## config.mk

```make
export PLATFORM = sky130hd
export DESIGN_NAME = flash_erase_region_lookup_unit
export DESIGN_NICKNAME = d
export VERILOG_FILES = /design/src/hdl/ferl_pkg.sv /design/src/hdl/ferl_region_ram.sv /design/src/hdl/ferl_divider.sv /design/src/hdl/flash_erase_region_lookup_unit.sv
export SDC_FILE = /design/constraint.sdc
export NUM_CORES = 2
export LEC_CHECK = 0
export ABC_AREA = 1
export CAP_MARGIN = 40
export CORE_UTILIZATION = 52
export DETAILED_ROUTE_END_ITERATION = 7
export DONT_BUFFER_PORTS = 1
export PLACE_DENSITY = 0.81
export SLEW_MARGIN = 25
export SYNTH_ARGS = -nofsm -noshare
export SYNTH_HDL_FRONTEND = slang
export SYNTH_HIERARCHICAL = 1
export SYNTH_SLANG_ARGS = --single-unit
```

## constraint.sdc

```tcl
create_clock -name clk -period 8.2 [get_ports clk]
set_clock_uncertainty 0.15 [all_clocks]
set_input_delay 0.82 -clock clk [delete_from_list [all_inputs] [get_ports clk]]
set_output_delay 0.82 -clock clk [all_outputs]
set_load 0.02 [all_outputs]
```

## src/hdl/ferl_pkg.sv

```systemverilog
// ----------------------------------------------------------------------------
// ferl_pkg
// Shared types and constants for the flash erase region lookup unit: request
// and response payloads, table entry layout, command and register codes,
// and the controller state encoding.
// ----------------------------------------------------------------------------
package ferl_pkg;

  // Table depth and derived widths
  localparam int MAX_REGIONS = 8;
  localparam int IDX_W       = (MAX_REGIONS > 1) ? $clog2(MAX_REGIONS) : 1;
  localparam int CNT_W       = $clog2(MAX_REGIONS + 1);

  // Field widths
  localparam int ADDR_W      = 32;
  localparam int SPAN_W      = 42;
  localparam int UNITS_W     = 16;
  localparam int BLKCNT_W    = 16;
  localparam int UNIT_SHIFT  = 9;
  localparam int BYTES_W     = UNITS_W + UNIT_SHIFT;
  localparam int PROD_W      = UNITS_W + BLKCNT_W + 1;
  localparam int REGIDX_W    = 5;

  // Divider sizing: one quotient bit per step
  localparam int DIV_STEPS   = ADDR_W;
  localparam int DIV_CNT_W   = $clog2(DIV_STEPS + 1);

  // Configuration port
  localparam int CFG_IDX_W   = 1;
  localparam int CFG_DATA_W  = 6;
  localparam logic [CFG_IDX_W-1:0] CFG_REGION_COUNT = 1'b0;
  localparam logic [CFG_IDX_W-1:0] CFG_BOOT_PROTECT = 1'b1;

  // Commands
  localparam logic CMD_LOAD   = 1'b0;
  localparam logic CMD_LOOKUP = 1'b1;

  typedef struct packed {
    logic                command;
    logic [REGIDX_W-1:0] region_index;
    logic [UNITS_W-1:0]  block_size_units;
    logic [BLKCNT_W-1:0] block_count_minus1;
    logic [ADDR_W-1:0]   address;
  } req_t;

  typedef struct packed {
    logic              found;
    logic [SPAN_W-1:0] block_start;
    logic [SPAN_W-1:0] block_end;
    logic              on_boundary;
    logic              boot_blocked;
  } rsp_t;

  typedef struct packed {
    logic [SPAN_W-1:0]  base;
    logic [SPAN_W-1:0]  limit;
    logic [BYTES_W-1:0] bytes;
  } entry_t;

  typedef enum logic [2:0] {
    ST_IDLE,
    ST_LD_WRITE,
    ST_LK_READ,
    ST_LK_CHECK,
    ST_LK_DIV,
    ST_RESP
  } state_t;

endpackage

```

## src/hdl/ferl_region_ram.sv

```systemverilog
// ----------------------------------------------------------------------------
// ferl_region_ram
// Region table storage: one write port, one read port, registered read data.
// ----------------------------------------------------------------------------
module ferl_region_ram (
  input  logic                          clk,
  input  logic                          wr_en,
  input  logic [ferl_pkg::IDX_W-1:0]    wr_addr,
  input  ferl_pkg::entry_t              wr_data,
  input  logic                          rd_en,
  input  logic [ferl_pkg::IDX_W-1:0]    rd_addr,
  output ferl_pkg::entry_t              rd_data
);

  ferl_pkg::entry_t mem [ferl_pkg::MAX_REGIONS];

  // Write entry
  always_ff @(posedge clk) begin
    if (wr_en) begin
      mem[wr_addr] <= wr_data;
    end
  end

  // Read entry; read data is registered
  always_ff @(posedge clk) begin
    if (rd_en) begin
      rd_data <= mem[rd_addr];
    end
  end

endmodule

```

## src/hdl/ferl_divider.sv

```systemverilog
// ----------------------------------------------------------------------------
// ferl_divider
// Restoring divider that yields the remainder of a 32-bit offset divided by a
// block size, one quotient bit per cycle.
// ----------------------------------------------------------------------------
module ferl_divider (
  input  logic                            clk,
  input  logic                            rst,
  input  logic                            go,
  input  logic [ferl_pkg::ADDR_W-1:0]     dividend,
  input  logic [ferl_pkg::BYTES_W-1:0]    divisor,
  output logic                            done,
  output logic [ferl_pkg::BYTES_W-1:0]    remainder
);

  logic [ferl_pkg::ADDR_W-1:0]    dvd;
  logic [ferl_pkg::BYTES_W-1:0]   dsr;
  logic [ferl_pkg::BYTES_W-1:0]   rem;
  logic [ferl_pkg::BYTES_W-1:0]   rem_next;
  logic [ferl_pkg::BYTES_W:0]     trial;
  logic [ferl_pkg::DIV_CNT_W-1:0] cnt;
  logic                           running;

  // Shift in the next dividend bit and subtract when it fits
  always_comb begin
    trial = {rem, dvd[ferl_pkg::ADDR_W-1]};
    if (trial >= {1'b0, dsr}) begin
      rem_next = ferl_pkg::BYTES_W'(trial - {1'b0, dsr});
    end else begin
      rem_next = trial[ferl_pkg::BYTES_W-1:0];
    end
  end

  // Step control
  always_ff @(posedge clk) begin
    if (rst) begin
      running <= 1'b0;
      done    <= 1'b0;
      cnt     <= '0;
    end else begin
      done <= 1'b0;
      if (go) begin
        running <= 1'b1;
        cnt     <= '0;
      end else if (running) begin
        cnt <= cnt + 1'b1;
        if (cnt == ferl_pkg::DIV_CNT_W'(ferl_pkg::DIV_STEPS - 1)) begin
          running <= 1'b0;
          done    <= 1'b1;
        end
      end
    end
  end

  // Operand and partial remainder
  always_ff @(posedge clk) begin
    if (go) begin
      dvd <= dividend;
      dsr <= divisor;
      rem <= '0;
    end else if (running) begin
      dvd <= {dvd[ferl_pkg::ADDR_W-2:0], 1'b0};
      rem <= rem_next;
    end
  end

  assign remainder = rem;

endmodule

```

## src/hdl/flash_erase_region_lookup_unit.sv

```systemverilog
// ----------------------------------------------------------------------------
// flash_erase_region_lookup_unit
// Flash erase region table with address lookup and boot-block protection.
// ----------------------------------------------------------------------------
// One request at a time: busy is high from the accepting edge through the
// response strobe cycle, so the next request is taken no earlier than the
// edge that ends the idle cycle after the strobe. A load passes through the
// table write state, then the strobe. A load whose index is past the table
// depth, and a lookup with no regions searched, go straight to the strobe.
// A lookup reads the region table one entry at a time (memory read, then
// compare) until a hit or the last searched region, then strobes. On a hit
// the remainder divider, one quotient bit per cycle, runs 32 quotient steps
// and then hands over the remainder before the strobe. Responses are
// presented for one cycle on rsp with rsp_valid high and cannot be stalled.
// Configuration writes are always ready and take effect at the next edge;
// write them only while the block is idle.
// ----------------------------------------------------------------------------
module flash_erase_region_lookup_unit (
  input  logic                              clk,
  input  logic                              rst,
  input  logic                              start,
  output logic                              busy,
  input  ferl_pkg::req_t                    req,
  output logic                              rsp_valid,
  output ferl_pkg::rsp_t                    rsp,
  input  logic                              cfg_valid,
  output logic                              cfg_ready,
  input  logic [ferl_pkg::CFG_IDX_W-1:0]    cfg_index,
  input  logic [ferl_pkg::CFG_DATA_W-1:0]   cfg_data
);

  ferl_pkg::state_t state, state_next;

  ferl_pkg::req_t                   req_q;
  ferl_pkg::rsp_t                   res;
  logic [ferl_pkg::PROD_W-1:0]      prod;
  logic [ferl_pkg::SPAN_W-1:0]      next_base;
  logic [ferl_pkg::CNT_W-1:0]       scan;
  logic [ferl_pkg::CNT_W-1:0]       nr;
  logic [ferl_pkg::BYTES_W-1:0]     bytes_q;
  logic [ferl_pkg::CFG_DATA_W-1:0]  region_count;
  logic                             boot_protect;

  logic                             accept;
  logic                             idx_ok;
  logic                             mem_wr_en;
  logic                             mem_rd_en;
  ferl_pkg::entry_t                 wr_entry;
  ferl_pkg::entry_t                 rd_entry;
  logic [ferl_pkg::SPAN_W-1:0]      ld_base;
  logic [ferl_pkg::SPAN_W-1:0]      addr_ext;
  logic                             hit;
  logic                             boot_hit;
  logic                             last_scan;
  logic                             div_go;
  logic                             div_done;
  logic [ferl_pkg::BYTES_W-1:0]     div_rem;
  logic [ferl_pkg::ADDR_W-1:0]      blk_start;
  logic [ferl_pkg::BLKCNT_W:0]      cnt_plus1;

  assign cfg_ready = 1'b1;
  assign accept    = start && !busy;
  assign idx_ok    = req_q.region_index < ferl_pkg::REGIDX_W'(ferl_pkg::MAX_REGIONS);

  // Clamp the searched region count to the table depth
  assign nr = (region_count > ferl_pkg::CFG_DATA_W'(ferl_pkg::MAX_REGIONS))
            ? ferl_pkg::CNT_W'(ferl_pkg::MAX_REGIONS)
            : region_count[ferl_pkg::CNT_W-1:0];

  // Configuration registers
  always_ff @(posedge clk) begin
    if (rst) begin
      region_count <= '0;
      boot_protect <= 1'b1;
    end else if (cfg_valid && cfg_ready) begin
      unique case (cfg_index)
        ferl_pkg::CFG_REGION_COUNT: region_count <= cfg_data;
        ferl_pkg::CFG_BOOT_PROTECT: boot_protect <= cfg_data[0];
        default: ;
      endcase
    end
  end

  // Load entry: base chains from the last loaded region's limit unless index is zero
  assign ld_base = (req_q.region_index == '0) ? '0 : next_base;
  always_comb begin
    wr_entry.base  = ld_base;
    wr_entry.bytes = {req_q.block_size_units, {ferl_pkg::UNIT_SHIFT{1'b0}}};
    wr_entry.limit = ferl_pkg::SPAN_W'(ld_base + {prod, {ferl_pkg::UNIT_SHIFT{1'b0}}});
  end

  // Lookup compare on the entry just read
  assign addr_ext  = ferl_pkg::SPAN_W'(req_q.address);
  assign hit       = (addr_ext >= rd_entry.base) && (addr_ext < rd_entry.limit)
                     && (rd_entry.bytes != '0);
  assign boot_hit  = (addr_ext >= rd_entry.base) &&
                     ({1'b0, addr_ext} <
                      ({1'b0, rd_entry.base} + (ferl_pkg::SPAN_W + 1)'(rd_entry.bytes)));
  assign last_scan = ferl_pkg::CNT_W'(scan + 1'b1) == nr;
  assign blk_start = req_q.address - ferl_pkg::ADDR_W'(div_rem);
  assign cnt_plus1 = {1'b0, req.block_count_minus1} + 1'b1;

  ferl_region_ram u_ram (
    .clk     (clk),
    .wr_en   (mem_wr_en),
    .wr_addr (req_q.region_index[ferl_pkg::IDX_W-1:0]),
    .wr_data (wr_entry),
    .rd_en   (mem_rd_en),
    .rd_addr (scan[ferl_pkg::IDX_W-1:0]),
    .rd_data (rd_entry)
  );

  ferl_divider u_div (
    .clk       (clk),
    .rst       (rst),
    .go        (div_go),
    .dividend  (req_q.address - rd_entry.base[ferl_pkg::ADDR_W-1:0]),
    .divisor   (rd_entry.bytes),
    .done      (div_done),
    .remainder (div_rem)
  );

  // State register
  always_ff @(posedge clk) begin
    if (rst) begin
      state <= ferl_pkg::ST_IDLE;
    end else begin
      state <= state_next;
    end
  end

  // Next state
  always_comb begin
    state_next = state;
    unique case (state)
      ferl_pkg::ST_IDLE: begin
        if (accept) begin
          if (req.command == ferl_pkg::CMD_LOAD) begin
            state_next = (req.region_index < ferl_pkg::REGIDX_W'(ferl_pkg::MAX_REGIONS))
                       ? ferl_pkg::ST_LD_WRITE : ferl_pkg::ST_RESP;
          end else begin
            state_next = (nr == '0) ? ferl_pkg::ST_RESP : ferl_pkg::ST_LK_READ;
          end
        end
      end
      ferl_pkg::ST_LD_WRITE: state_next = ferl_pkg::ST_RESP;
      ferl_pkg::ST_LK_READ:  state_next = ferl_pkg::ST_LK_CHECK;
      ferl_pkg::ST_LK_CHECK: begin
        if (hit) begin
          state_next = ferl_pkg::ST_LK_DIV;
        end else if (last_scan) begin
          state_next = ferl_pkg::ST_RESP;
        end else begin
          state_next = ferl_pkg::ST_LK_READ;
        end
      end
      ferl_pkg::ST_LK_DIV: begin
        if (div_done) begin
          state_next = ferl_pkg::ST_RESP;
        end
      end
      ferl_pkg::ST_RESP: state_next = ferl_pkg::ST_IDLE;
      default:           state_next = ferl_pkg::ST_IDLE;
    endcase
  end

  // State outputs
  always_comb begin
    busy      = 1'b1;
    rsp_valid = 1'b0;
    mem_wr_en = 1'b0;
    mem_rd_en = 1'b0;
    div_go    = 1'b0;
    unique case (state)
      ferl_pkg::ST_IDLE:     busy      = 1'b0;
      ferl_pkg::ST_LD_WRITE: mem_wr_en = idx_ok;
      ferl_pkg::ST_LK_READ:  mem_rd_en = 1'b1;
      ferl_pkg::ST_LK_CHECK: div_go    = hit;
      ferl_pkg::ST_LK_DIV:   ;
      ferl_pkg::ST_RESP:     rsp_valid = 1'b1;
      default:               ;
    endcase
  end

  // Chain base for the next load
  always_ff @(posedge clk) begin
    if (rst) begin
      next_base <= '0;
    end else if (mem_wr_en) begin
      next_base <= wr_entry.limit;
    end
  end

  // Request capture, scan index and response build
  always_ff @(posedge clk) begin
    if (accept) begin
      req_q <= req;
      prod  <= ferl_pkg::PROD_W'(req.block_size_units) *
               ferl_pkg::PROD_W'(cnt_plus1);
      scan  <= '0;
      // Clear the response; an empty table flags the boot block at once
      res   <= {1'b0, {ferl_pkg::SPAN_W{1'b0}}, {ferl_pkg::SPAN_W{1'b0}}, 1'b0,
                (req.command == ferl_pkg::CMD_LOOKUP) && boot_protect && (nr == '0)};
    end else if (state == ferl_pkg::ST_LK_CHECK) begin
      if (scan == '0) begin
        res.boot_blocked <= boot_protect && boot_hit;
      end
      if (hit) begin
        bytes_q <= rd_entry.bytes;
      end else begin
        scan <= ferl_pkg::CNT_W'(scan + 1'b1);
      end
    end else if ((state == ferl_pkg::ST_LK_DIV) && div_done) begin
      res.found       <= 1'b1;
      res.block_start <= ferl_pkg::SPAN_W'(blk_start);
      res.block_end   <= ferl_pkg::SPAN_W'(ferl_pkg::SPAN_W'(blk_start)
                                          + ferl_pkg::SPAN_W'(bytes_q));
      res.on_boundary <= (div_rem == '0);
    end
  end

  assign rsp = res;

endmodule

```

==> results.txt <==
total grt overflow -> 0
asr flop ratio synth -> 0
clock buffer depth -> 3
Top Ports -> 171
GP Congestion -> 0.956
fin nets -> 9290
unrepaired setup endpoints after global routing -> no
drt total wl -> 206000 um
IR drop worst, VDD -> 0.320 mV
Num CTS Buffers -> 135
P&R area growth vs syn -> 9.77%
max-cap viol count -> 0
largest net degree at the start of global routing -> 201
gr usage total -> 0.283
pwr dens -> 292 nW/um2
H-tree lvl count -> 4
Max Slew Vio Count -> 0
number of fillers in the final layout -> 12000
# rows -> 139
initial cell density of the core -> 0.523
Die Y -> 382 um
CTS clk-pin slew, worst paths -> 0.06 ns
Worst slew margin -> 0.257
flop and latch count out of synthesis -> 1306
Setup-failing EPs final -> 0
FF+latch area -> 37700 um2
number of flops mapped to enable cells by yosys -> 1150
Post-Syn Area -> 75000 um2
internal power -> 14900 uW
critical path startpoint category -> input port
First-pass DRT Iterations -> 6
share of layout cells above drive strength 1 -> 0.0409
synth cell count leaders -> 2561 x nand2_1, 1773 x inv_1, 1150 x edfxtp_1
post-route clock period utilization -> 0.860
post-cts sizing count -> 0
critical path class -> input port to register
CTS tree -> yes
crit path capture type -> register
Post-DP HPWL -> 136000 um
Post-CTS Setup Repair Bufs -> 0
most area-hungry cell type in the Yosys netlist -> edfxtp_1
clock share of power -> 0.256
CP max stage delay -> 0.54 ns
fmax -> 142 MHz
Unique masters post-synth -> 62
Flop pwr share -> 0.360
initial antenna violation count -> 4
Comb pwr share -> 0.384
Worst EP arrival -> 7.42 ns
die area -> 146000 um2
ys flop type -> edfxtp_1
global-route wire length before repair -> 318000 um
minimum clock period -> 7.05 ns
Tightest Pin Transition -> 1.11 ns
vias in the first global route -> 57200
worst hold margin -> 0.0378 ns
area of the multi-input gates -> 29800 um2
mean area per synthesized cell -> 8.75 um2
Final ANT Viol Nets -> 0
P_sw -> 9110 uW
Vias/cell -> 5.39
final hold vios -> 0
cell mode on critical path -> fa_1
Core Area -> 143000 um2
post-route setup TNS -> 0 ns
CP required -> 8.57 ns
Vias -> 57600
post-synth top area share -> 0.460
Worst path slowest cell -> fa_1
Pleak -> 0.0389 uW
register area share after synthesis -> 0.502
Total Power -> 24100 uW
Residual DRC -> 0
Hold WC Path Type -> input port to register
most frequent cell after synthesis -> nand2_1
IO buf count -> 0
Wirelength per Cell -> 19.3 um
Cells after Synth -> 8576
Clock Sinks -> 1306
hold_buf cts -> 53
Clock Latency Late Sink -> 0.79 ns
clock root cell -> clkbuf_16
Syn. warnings -> 6
die width -> 382 um
Sw Share -> 0.379
outcome -> finished, final reports clean
CP Max Fanout -> 10
Iteration-0 DRC Markers -> 5536
Synth area leaders -> edfxtp_1 46%, nand2_1 13%, inv_1 8.9%, fa_1 5.7%, ha_1 5.6%
final core utilization -> 0.574
[power groups by stage]
stage,sequential [uW],combinational [uW],clock (uW)
floorplan,8550,6710,0
global placement,8780,8910,0
detailed placement,8780,9080,0
CTS,8650,9180,6210
global route,8660,10500,6470
finish,8660,9240,6150
[logic make-up after synthesis]
kind of cell    Yosys count  synth area share
other cells               2          0.000100
buf+inv                2064             0.107
fa+ha+maj               549             0.113
xor+xnor                178            0.0208
simple gates           3868             0.211
flops                  1306             0.502
compound gates          609            0.0456
[flip-flops by register name, indices dropped and copies added (netlist names)]
name,flops
rsp,68
addr_ext,32
state,3
u_div/remainder,25
u_ram/mem,872
req_q,21
u_div/running,1
u_div/dsr,25
next_base,42
u_div/dvd,32
bytes_q,25
boot_protect,1
prod,33
u_div/done,1
scan,4
u_div/cnt,6
u_ram/rd_data,109
region_count,6
[path summary, 6_finish.rpt]
check | from | to | slack, ns | depth (start not counted)
max reg2reg | req_q[67] | u_ram/mem[2][54] | 2.84 | 13
max | req[33] | prod[21] | 1.15 | 28
min | rst | next_base[27] | 0.04 | 3
min reg2reg | next_base[5] | next_base[5] | 0.29 | 2
[cell usage in the layout, fill, tap and decap left out, types with 66 or more instances in the layout]
| master | n |
|---|---|
| nand2_1 | 2560 |
| inv_1 | 1772 |
| edfxtp_1 | 1150 |
| nand3_1 | 625 |
| nor2_1 | 458 |
| ha_1 | 335 |
| a21oi_1 | 267 |
| fa_1 | 214 |
| o21ai_0 | 184 |
| dfxtp_1 | 153 |
| clkbuf_16 | 137 |
| xor2_1 | 112 |
| conb_1 | 92 |
| nand4_1 | 70 |
| xnor2_1 | 66 |
[metrics by stage]
step / cell area, um2 / std cells / worst slack (ns)
after CTS: 82200 / 10700 / 1.24
final: 82400 / 10700 / 1.15
after global placement: 77100 / 10300 / 0.453
after detailed placement: 77300 / 10400 / 0.427
after floorplan: 75400 / 8666 / 1.03
after global routing: 82400 / 10700 / 0.691
[layer usage]
metal	vias to the layer above	GRT usage	wire [um]
li1	27100	-	-
met4	2	0.131	9520
met1	27400	0.354	80000
met3	497	0.0450	17500
met2	2628	0.479	99400
met5	-	0	9
[final cells by class]
type	count	area share
Sequential cell	1306	0.457
Inverter	1794	0.0820
Timing Repair Buffer	127	0.0167
Clock buffer	188	0.0453
Clock inverter	57	0.00851
Tap cell	1903	0.0289
Antenna cell	2	0.0000608
Multi-Input combinational cell	5296	0.361
[critical path: cells and delay by family]
family                   cells  cell delay [ns]
AND/OR/NAND/NOR              8             1.27
XOR/XNOR                     1             0.16
buffers and inverters        6             0.78
adder cells (fa/ha/maj)      7             3.14
AO/OA/AOI/OAI                6             1.26
No activity file was read; power rests on OpenSTA's default activity.
